File: src/hdl/acic_pkg.sv
`timescale 1ns / 1ps

package acic_pkg;

  localparam int BYTE_W          = 8;
  localparam int VALUE_W         = 64;
  localparam int MAX_BYTES       = VALUE_W / BYTE_W;
  localparam int VALUE_BYTES_DEF = 8;
  localparam int CNT_W           = 4;
  localparam int IN_TDATA_W      = 72;   // value, content_byte
  localparam int OUT_TDATA_W     = 80;   // out_byte, decoded_value, too_long, pad
  localparam int OUT_PAD_W       = OUT_TDATA_W - BYTE_W - VALUE_W - 1;
  localparam int QUEUE_DEPTH     = 2;
  localparam int QPTR_W          = $clog2(QUEUE_DEPTH);
  localparam int QCNT_W          = $clog2(QUEUE_DEPTH + 1);

  localparam logic CMD_ENCODE  = 1'b0;
  localparam logic CMD_DECODE  = 1'b1;
  localparam logic KIND_ENC    = 1'b0;
  localparam logic KIND_DEC    = 1'b1;

  // classified item as held in the queue
  typedef struct packed {
    logic                 cmd;
    logic [VALUE_W-1:0]   aligned;   // encode: octets left-justified
    logic [CNT_W-1:0]     len;       // encode: octet count, 1..8
    logic [BYTE_W-1:0]    octet;     // decode: content octet
    logic                 last;      // decode: final octet
  } qent_t;

  typedef struct packed {
    logic                 kind;
    logic [BYTE_W-1:0]    out_byte;
    logic                 last;
    logic [VALUE_W-1:0]   value;
    logic                 too_long;
  } res_t;

  // sign-extend the low nb octets of u (nb in 1..8)
  function automatic logic [VALUE_W-1:0] sext_bytes(input logic [VALUE_W-1:0] u,
                                                     input logic [CNT_W-1:0] nb);
    logic [VALUE_W-1:0] r;
    logic               s;
    s = 1'b0;
    for (int i = 0; i < MAX_BYTES; i++) begin
      if (nb == CNT_W'(i + 1)) s = u[BYTE_W*i + BYTE_W - 1];
    end
    for (int i = 0; i < MAX_BYTES; i++) begin
      r[BYTE_W*i +: BYTE_W] = (CNT_W'(i) < nb) ? u[BYTE_W*i +: BYTE_W] : {BYTE_W{s}};
    end
    return r;
  endfunction

endpackage

File: src/hdl/acic_front.sv
`timescale 1ns / 1ps

module acic_front #(
  parameter int VALUE_BYTES = acic_pkg::VALUE_BYTES_DEF
) (
  input  logic                          s_axis_tvalid,
  output logic                          s_axis_tready,
  input  logic [acic_pkg::IN_TDATA_W-1:0] s_axis_tdata,  // value, content_byte
  input  logic                          s_axis_tuser,  // command
  input  logic                          s_axis_tlast,
  input  logic                          q_full,
  output logic                          q_push,
  output acic_pkg::qent_t               q_entry
);
  import acic_pkg::*;

  localparam logic [CNT_W-1:0] TB = CNT_W'(VALUE_BYTES);

  logic [VALUE_W-1:0]   v;
  logic [MAX_BYTES-2:0] fits;
  logic [CNT_W-1:0]     n;
  logic [5:0]           sh;

  assign s_axis_tready = !q_full;
  assign q_push        = s_axis_tvalid && !q_full;

  always_comb begin
    v = sext_bytes(s_axis_tdata[VALUE_W-1:0], TB);
    for (int i = 0; i < MAX_BYTES - 1; i++) begin
      fits[i] = (sext_bytes(v, CNT_W'(i + 1)) == v);
    end
    // shortest form within the type width
    n = TB;
    for (int i = MAX_BYTES - 2; i >= 0; i--) begin
      if (CNT_W'(i + 1) < TB && fits[i]) n = CNT_W'(i + 1);
    end
    sh = 6'({CNT_W'(MAX_BYTES) - n, 3'b000});

    q_entry.cmd     = s_axis_tuser;
    q_entry.aligned = v << sh;
    q_entry.len     = n;
    q_entry.octet   = s_axis_tdata[VALUE_W +: BYTE_W];
    q_entry.last    = s_axis_tlast;
  end

endmodule

File: src/hdl/acic_queue.sv
`timescale 1ns / 1ps

module acic_queue (
  input  logic            clk,
  input  logic            rst,
  input  logic            push,
  input  acic_pkg::qent_t wr_entry,
  output logic            full,
  output logic            head_valid,
  output acic_pkg::qent_t head,
  input  logic            pop
);
  import acic_pkg::*;

  qent_t               mem [QUEUE_DEPTH];
  logic [QPTR_W-1:0]   wr_ptr;
  logic [QPTR_W-1:0]   rd_ptr;
  logic [QCNT_W-1:0]   count;
  logic                do_pop;

  assign full       = (count == QCNT_W'(QUEUE_DEPTH));
  assign head_valid = (count != '0);
  assign head       = mem[rd_ptr];
  assign do_pop     = pop && head_valid;

  always_ff @(posedge clk) begin
    if (push) mem[wr_ptr] <= wr_entry;
  end

  always_ff @(posedge clk) begin
    if (rst) begin
      wr_ptr <= '0;
      rd_ptr <= '0;
      count  <= '0;
    end else begin
      if (push) wr_ptr <= (wr_ptr == QPTR_W'(QUEUE_DEPTH - 1)) ? '0 : wr_ptr + 1'b1;
      if (do_pop) rd_ptr <= (rd_ptr == QPTR_W'(QUEUE_DEPTH - 1)) ? '0 : rd_ptr + 1'b1;
      if (push && !do_pop) count <= count + 1'b1;
      else if (!push && do_pop) count <= count - 1'b1;
    end
  end

endmodule

File: src/hdl/acic_back.sv
`timescale 1ns / 1ps

module acic_back #(
  parameter int VALUE_BYTES = acic_pkg::VALUE_BYTES_DEF
) (
  input  logic                             clk,
  input  logic                             rst,
  input  logic                             head_valid,
  input  acic_pkg::qent_t                  head,
  output logic                             pop,
  output logic                             m_axis_tvalid,
  input  logic                             m_axis_tready,
  output logic [acic_pkg::OUT_TDATA_W-1:0] m_axis_tdata,  // out_byte, decoded_value, too_long
  output logic                             m_axis_tuser,  // result_kind
  output logic                             m_axis_tlast
);
  import acic_pkg::*;

  localparam int               ACC_W = BYTE_W * VALUE_BYTES;
  localparam logic [CNT_W-1:0] TB    = CNT_W'(VALUE_BYTES);

  logic [ACC_W-1:0]   acc, acc_next;
  logic [CNT_W-1:0]   dcount, dcount_next;
  logic [VALUE_W-1:0] sr, sr_next;
  logic [CNT_W-1:0]   left, left_next;
  logic               out_valid, out_valid_next;
  res_t               out_res, out_res_next;
  logic               advance;
  logic               emit;
  logic [ACC_W+BYTE_W-1:0] acc_wide;

  assign advance = !out_valid || m_axis_tready;

  always_comb begin
    acc_next       = acc;
    dcount_next    = dcount;
    sr_next        = sr;
    left_next      = left;
    out_res_next   = out_res;
    out_valid_next = out_valid;
    emit           = 1'b0;
    pop            = 1'b0;
    acc_wide       = {acc, head.octet};

    if (advance) begin
      if (left != '0) begin
        // draining an encode
        emit                  = 1'b1;
        out_res_next.kind     = KIND_ENC;
        out_res_next.out_byte = sr[VALUE_W-1 -: BYTE_W];
        out_res_next.last     = (left == CNT_W'(1));
        out_res_next.value    = '0;
        out_res_next.too_long = 1'b0;
        sr_next               = sr << BYTE_W;
        left_next             = left - 1'b1;
      end else if (head_valid) begin
        pop = 1'b1;
        if (head.cmd == CMD_ENCODE) begin
          emit                  = 1'b1;
          out_res_next.kind     = KIND_ENC;
          out_res_next.out_byte = head.aligned[VALUE_W-1 -: BYTE_W];
          out_res_next.last     = (head.len == CNT_W'(1));
          out_res_next.value    = '0;
          out_res_next.too_long = 1'b0;
          sr_next               = head.aligned << BYTE_W;
          left_next             = head.len - 1'b1;
        end else begin
          if (dcount < TB) begin
            acc_next    = acc_wide[ACC_W-1:0];
            dcount_next = dcount + 1'b1;
          end else begin
            dcount_next = CNT_W'(VALUE_BYTES + 1);
          end
          if (head.last) begin
            emit                  = 1'b1;
            out_res_next.kind     = KIND_DEC;
            out_res_next.out_byte = '0;
            out_res_next.last     = 1'b0;
            if (dcount_next > TB) begin
              out_res_next.value    = '0;
              out_res_next.too_long = 1'b1;
            end else begin
              // top bit of the first octet sits at bit 8*count-1 of the accumulator
              out_res_next.value    = sext_bytes(VALUE_W'(acc_next), dcount_next);
              out_res_next.too_long = 1'b0;
            end
            acc_next    = '0;
            dcount_next = '0;
          end
        end
      end
      out_valid_next = emit;
    end
  end

  always_ff @(posedge clk) begin
    if (rst) begin
      acc       <= '0;
      dcount    <= '0;
      left      <= '0;
      out_valid <= 1'b0;
    end else begin
      acc       <= acc_next;
      dcount    <= dcount_next;
      left      <= left_next;
      out_valid <= out_valid_next;
    end
  end

  always_ff @(posedge clk) begin
    sr      <= sr_next;
    out_res <= out_res_next;
  end

  assign m_axis_tvalid = out_valid;
  assign m_axis_tuser  = out_res.kind;
  assign m_axis_tlast  = out_res.last;
  assign m_axis_tdata  = {{OUT_PAD_W{1'b0}}, out_res.too_long, out_res.value,
                          out_res.out_byte};

endmodule

File: src/hdl/asn1_integer_content_codec_unit.sv
`timescale 1ns / 1ps
// Channel  Beat fields (tdata low bit up)             tuser        tlast
// s_axis   value[63:0], content_byte[71:64]           command      last_byte
// m_axis   out_byte[7:0], decoded_value[71:8],        result_kind  last
//          too_long[72], zero pad to 80 bits
//
// Encode: 1..VALUE_BYTES output octets per item, produced by the back end
// draining its shift register one octet a cycle while the output is not stalled.
// Decode: one content octet a cycle unless the output stalls; a result beat only on the final octet.
// A two-entry queue sits between the classifier and the back end; the output
// register frees the back end as soon as the beat is taken.
// rst (synchronous) clears the queue, encode drain count, decode count/accumulator and output valid.

module asn1_integer_content_codec_unit #(
  parameter int VALUE_BYTES = acic_pkg::VALUE_BYTES_DEF
) (
  input  logic                             clk,
  input  logic                             rst,
  input  logic                             s_axis_tvalid,
  output logic                             s_axis_tready,
  input  logic [acic_pkg::IN_TDATA_W-1:0]  s_axis_tdata,  // value, content_byte
  input  logic                             s_axis_tuser,  // command
  input  logic                             s_axis_tlast,  // last_byte
  output logic                             m_axis_tvalid,
  input  logic                             m_axis_tready,
  output logic [acic_pkg::OUT_TDATA_W-1:0] m_axis_tdata,  // out_byte, decoded_value, too_long
  output logic                             m_axis_tuser,  // result_kind
  output logic                             m_axis_tlast   // last
);
  import acic_pkg::*;

  logic  q_full;
  logic  q_push;
  qent_t q_entry;
  logic  head_valid;
  qent_t head;
  logic  pop;

  acic_front #(
    .VALUE_BYTES(VALUE_BYTES)
  ) u_front (
    .s_axis_tvalid(s_axis_tvalid),
    .s_axis_tready(s_axis_tready),
    .s_axis_tdata (s_axis_tdata),
    .s_axis_tuser (s_axis_tuser),
    .s_axis_tlast (s_axis_tlast),
    .q_full       (q_full),
    .q_push       (q_push),
    .q_entry      (q_entry)
  );

  acic_queue u_queue (
    .clk       (clk),
    .rst       (rst),
    .push      (q_push),
    .wr_entry  (q_entry),
    .full      (q_full),
    .head_valid(head_valid),
    .head      (head),
    .pop       (pop)
  );

  acic_back #(
    .VALUE_BYTES(VALUE_BYTES)
  ) u_back (
    .clk          (clk),
    .rst          (rst),
    .head_valid   (head_valid),
    .head         (head),
    .pop          (pop),
    .m_axis_tvalid(m_axis_tvalid),
    .m_axis_tready(m_axis_tready),
    .m_axis_tdata (m_axis_tdata),
    .m_axis_tuser (m_axis_tuser),
    .m_axis_tlast (m_axis_tlast)
  );

endmodule
File: config.mk
export PLATFORM = sky130hd
export DESIGN_NAME = asn1_integer_content_codec_unit
export DESIGN_NICKNAME = d
export VERILOG_FILES = /design/src/hdl/acic_pkg.sv /design/src/hdl/acic_front.sv /design/src/hdl/acic_queue.sv /design/src/hdl/acic_back.sv /design/src/hdl/asn1_integer_content_codec_unit.sv
export SDC_FILE = /design/constraint.sdc
export NUM_CORES = 1
export LEC_CHECK = 0
export ABC_AREA = 1
export BUFFER_PORTS_ARGS = -buffer_cell sky130_fd_sc_hd__buf_2
export CAP_MARGIN = 20
export CELL_PAD_IN_SITES_DETAIL_PLACEMENT = 0
export CELL_PAD_IN_SITES_GLOBAL_PLACEMENT = 1
export CORE_MARGIN = 2
export CORE_UTILIZATION = 35
export CTS_BUF_LIST = sky130_fd_sc_hd__clkbuf_8
export DETAILED_ROUTE_END_ITERATION = 10
export GPL_ROUTABILITY_DRIVEN = 0
export PLACE_DENSITY_LB_ADDON = 0.1
export RECOVER_POWER = 50
export SLEW_MARGIN = 20
export SYNTH_ARGS = -nofsm -noshare
export SYNTH_HDL_FRONTEND = slang
export SYNTH_SLANG_ARGS = --single-unit
File: constraint.sdc
create_clock -name clk -period 10.05 [get_ports clk]
set_clock_uncertainty 0.05 [all_clocks]
set_input_delay 2.01 -clock clk [delete_from_list [all_inputs] [get_ports clk]]
set_output_delay 2.01 -clock clk [all_outputs]
set_load 0.02 [all_outputs]
# After elaboration in Yosys (flattened, before gate mapping)
# Memories as Yosys holds them, arrays and structs flattened. A register that Yosys moved wholly into a read port is not among the register bits.
# Index checks and enable logic that the tools add are counted.
# Widths: inputs -> output; s select.
# totals
register_bits	216
ram_bits	156
input_bits	78
out_inout_bits	84
word_cells	128
mem_count	1
# classes
n_addsub	8
n_lt_le_gt_ge	10
n_eq_ne	20
shifts	1
n_mux	57
bitwise_logic	1
reduce_logical	16
# mem_list
name	depth	word_bits	read_ports	rd_clocked_by_memory_dff	write_ports	line_no	source
u_queue.mem	2	78	1	1	1	acic_queue.sv:15	qent_t mem [QUEUE_DEPTH];
# ops
operator	n
$mux 64	5
$mux 75	3
$mux 74	1
$mux 65	1
$mux 4	16
$mux 8	8
$shl 64x6->64	1
$eq 56x56->1	1
$eq 48x48->1	1
$eq 40x40->1	1
$eq 32x32->1	1
$eq 24x24->1	1
$mux 1	21
$eq 16x16->1	1
$eq 4x3->1 const B	4
$lt 3x4->1 const A	4
$eq 4x1->1 const B	3
$eq 4x2->1 const B	2
$eq 8x8->1	1
$lt 1x4->1 const A	2
$lt 2x4->1 const A	2
$sub 4x1->4 const B	2
$reduce_and 3->1	2
$reduce_bool 2->1	3
other kinds (18)	26

# Depth between registers and ports, before layout
# logic_depth
depth_word	21
ltp_mapped	21
ltp_nobuf	19

# By module
# From an unflattened synthesis, not the netlist that was laid out.
# hier_totals
hier_cells	1910
area_unflattened_um2	18127.4
# by_module_without_submodules
mod	instances	cells_per_inst	area_per_inst_um2
acic_back	1	1043	9202.6
acic_queue	1	278	5939.4
acic_front	1	589	2985.4

# Least setup slack after synthesis
# OpenSTA, ideal clock, no wires.
# synth_path
path_type	in2reg
startpoint	in m_axis_tready
endpoint	reg u_back.out_res (netlist bit u_back.m_axis_tdata[0]) (enable)
setup_time_ns	0.534
arrival_time_ns	5.943
t_required_ns	9.466
slack_ns	3.523
path_stages	3
cell_sequence	nor2_1 a31o_2 a21oi_1
# synth_via
elab_chain_len	2
# synth_rtl
element	line_no	source
from (decl)	asn1_integer_content_codec_unit.sv:25	input logic m_axis_tready,
$logic_or 1x1->1	acic_back.sv:32	assign advance = !out_valid || m_axis_tready;
$reduce_and 3->1 (no source line)	-	
to (signal assigned)	acic_back.sv:112	out_res <= out_res_next;
to (decl)	acic_back.sv:27	res_t out_res, out_res_next;
# No other way between the ends.
# A chain may end at the register's enable or synchronous reset.

==> results.json <==
{
  "tightestPinTransition_ns": 4.20,
  "postCtsSetupRepairBufs": 0,
  "power.internal_w": 0.00354,
  "p_leak_nw": 7.71,
  "rrSetupSlack_ns": 4.13,
  "cts.path.max_buffers": 3,
  "synth.avg_cell_area_sq_um": 8.95,
  "tns_ns": 0,
  "placed_cell_area_sq_um": 19000,
  "pin_count": 162,
  "grt-ovfl-total": 0,
  "syn-instance-count": 1990,
  "p_sw_share_pct": 39.2,
  "start_util_pct": 35.5,
  "routed_wl_um": 51700,
  "detail-route-antenna-nets": 0,
  "top_layer_used": "met5",
  "slew_violations": 538,
  "syn_to_final_growth_pct": 12.7,
  "cts_made_buffers": 68,
  "nNetsFinal": 2199,
  "violations": "capacitance limit, slew limit",
  "drive_gt1_share_pct": 11.0,
  "die_y_um": 230,
  "dr_wl_met3_um": 2320,
  "p_clk_share_pct": 22.8,
  "ys.flop_type": "edfxtp_1",
  "grt_pass1_wl_um": 79500,
  "sequentialPowerShare_pct": 42.1,
  "first_pass_iters": 5,
  "synthTopCellsByCount": "551 x nand2_1, 287 x edfxtp_1, 207 x nor2_1, 187 x nand3_1, 118 x inv_1",
  "drc": 0,
  "fmax_mhz": 148,
  "wl_per_cell_um": 18.2,
  "root_buffer": "clkbuf_8",
  "ff2ff_path_depth": 9,
  "wl_met1_um": 22700,
  "num_vias": 14300,
  "cts_resized": 0,
  "dpl.hpwl_um": 33600,
  "cts_tree": "done",
  "die_x_um": 230,
  "worst_setup_path_end_kind": "register",
  "r2r_end": "u_back.left[2]",
  "cts_num_sinks": 365,
  "finalHoldViolCount": 0,
  "port_buffers": 154,
  "h-tree-depth": 3,
  "postCtsHoldBufs": 0,
  "grt_usage_pct": 19.4,
  "synth.distinct_cells": 43,
  "async_reset_ff_share_pct": 0,
  "crit_arrival_ns": 7.04,
  "grt_max_degree": 98,
  "powerDensity_nw_per_um2": 290,
  "synth_top_area_share_pct": 48.4,
  "die-area_sq_um": 52700,
  "p_switching_w": 0.00228,
  "worstSetupPathType": "in -> reg",
  "ir_drop_mv": 0.175,
  "critPathMaxFanout": 73,
  "power_frac_comb_pct": 35.1,
  "final_cell_area_sq_um": 20100,
  "viasPerCell": 5.03,
  "hold_class": "reg -> reg",
  "clkLatencyLatePin_ns": 0.62,
  "synth-seq-area-share_pct": 57.1,
  "finalSetupViolCount": 0,
  "fillCellCount": 5169,
  "grt_pass1_vias": 13800,
  "status": "complete, but fails checks",
  "yosysWarnings": 0,
  "antenna_found_initial": 2,
  "crit_end": "u_queue.mem[0][67]",
  "initialDrtViolationCount": 947,
  "required_ns": 10.34,
  "worstSetupStartpoint": "s_axis_tdata[55]",
  "core-area_sq_um": 50200,
  "synth_edf_count": 287,
  "synth_seq_cells": 365,
  "rsz0062_at_grt": "false",
  "start_kind": "input port",
  "syn_area_sq_um": 17800,
  "synth.area.top_cells": "edfxtp_1 48%, nand2_1 12%, dfxtp_1 8.8%",
  "period_minus_slack_ns": 6.75,
  "maxCapViolations": 10,
  "synth.most_common_cell": "nand2_1",
  "rows": 82,
  "yosysTopAreaCell": "edfxtp_1",
  "wl_met2_um": 25000,
  "relSlewSlack_pct": -180,
  "fin_crit_sh_pct": 67.2,
  "clkTransAtPathRegs_ns": 0.05
}
-- cell type report --
class | instances | area, sq um | area share, %
clock inverter | 49 | 245 | 1.22
clock buffer | 73 | 1000 | 5.00
antenna | 1 | 2.50 | 0.0125
timing repair buffer | 175 | 813 | 4.05
inverter | 130 | 488 | 2.43
sequential | 365 | 10200 | 50.7
multi-input combinational | 1374 | 6500 | 32.4
tap | 672 | 841 | 4.19
-- metrics by stage --
stage	hold WS [ns]	utilization [%]	std cells	total power, W	worst slack (ns)
CTS	0.420	40.3	2837	0.00591	3.50
finish	0.419	40.0	2839	0.00582	3.30
global route	0.449	40.0	2839	0.00624	3.04
floorplan	0.395	-	1996	0.00391	3.52
detailed placement	0.412	37.8	2715	0.00455	2.82
global placement	0.402	37.8	2715	0.00453	2.75
-- worst max-delay path: stages --
cell      delay, ns
clkbuf_1       0.20
nand2_1        0.11
nor2_1         0.14
nand2_1        0.09
nor3_1         0.45
nand3_1        0.12
nand2_1        0.15
nand2_1        0.09
nand2_2        0.06
buf_4          0.58
nand2_4        0.61
ha_2           0.42
nand2_1        0.06
inv_1          0.06
nor2_4         0.07
buf_4          0.52
clkinv_1       0.63
buf_16         0.35
nand3_1        0.11
nand2_1        0.10
-- flip-flops by register name, summed over array words and instances (netlist names), named ones only --
name / count
u_back.m_axis_tvalid: 1
u_back.dcount: 4
u_back.m_axis_tdata: 73
u_queue.rd_ptr: 1
u_queue.count: 2
u_back.sr: 56
u_back.m_axis_tuser: 1
u_queue.wr_ptr: 1
u_back.m_axis_tlast: 1
u_queue.mem: 156
u_back.acc: 64
u_back.left: 4
-- worst min-delay path by stage --
| stage | start | end | slack (ns) | depth (start not counted) |
|---|---|---|---|---|
| 2_1_floorplan | u_back.acc[63] | u_back.acc[63] | 0.40 | 2 |
| 3_3_place_gp | u_back.acc[47] | u_back.acc[47] | 0.40 | 2 |
| 3_5_place_dp | u_back.acc[63] | u_back.acc[63] | 0.41 | 2 |
| 4_1_cts | u_back.acc[63] | u_back.acc[63] | 0.42 | 2 |
| 5_1_grt | u_back.acc[63] | u_back.acc[63] | 0.45 | 2 |
| 6_report | u_back.acc[47] | u_back.acc[47] | 0.42 | 2 |
-- placed cells by master (no fill, tap or decap), drive strengths merged, types with 9 or more instances in the layout --
| cell | instances |
|---|---|
| clkinv | 24 |
| nor3 | 19 |
| nor2 | 211 |
| o22ai | 29 |
| o21ai | 88 |
| nand4 | 24 |
| buf | 81 |
| dfxtp | 78 |
| edfxtp | 287 |
| clkbuf | 167 |
| o211a | 9 |
| or2 | 12 |
| a31oi | 50 |
| nand2 | 556 |
| inv | 149 |
| a21oi | 116 |
| mux2i | 12 |
| nand3 | 224 |
-- logic make-up (layout without fill, tap and decap cells) --
| group | count (synthesis) | after routing | share of synthesized area, % |
|---|---|---|---|
| AO/OA/AOI/OAI | 298 | 298 | 9.29 |
| XOR/XNOR | 2 | 2 | 0.0983 |
| adder cells (fa/ha/maj) | 7 | 7 | 0.492 |
| buffers and inverters | 257 | 427 | 6.70 |
| flip-flops | 365 | 365 | 57.1 |
| multiplexers | 12 | 12 | 0.674 |
| other | 1 | 8 | 0.0210 |
| AND/OR/NAND/NOR | 1048 | 1048 | 25.6 |
-- routing by layer --
| layer | global-route usage (%) | vias up |
|---|---|---|
| met5 | 0 | - |
| met1 | 24.8 | 6758 |
| met2 | 32.7 | 370 |
| li1 | - | 7036 |
| met4 | 7.89 | 2 |
| met3 | 2.94 | 101 |
-- power by group through the flow --
stage | Clock (W) | Combinational (W) | Sequential, W
global route | 0.00144 | 0.00230 | 0.00249
global placement | 0 | 0.00209 | 0.00244
detailed placement | 0 | 0.00210 | 0.00245
finish | 0.00133 | 0.00204 | 0.00245
floorplan | 0 | 0.00125 | 0.00266
CTS | 0.00138 | 0.00210 | 0.00242
Power figures use the tool's default switching activity.
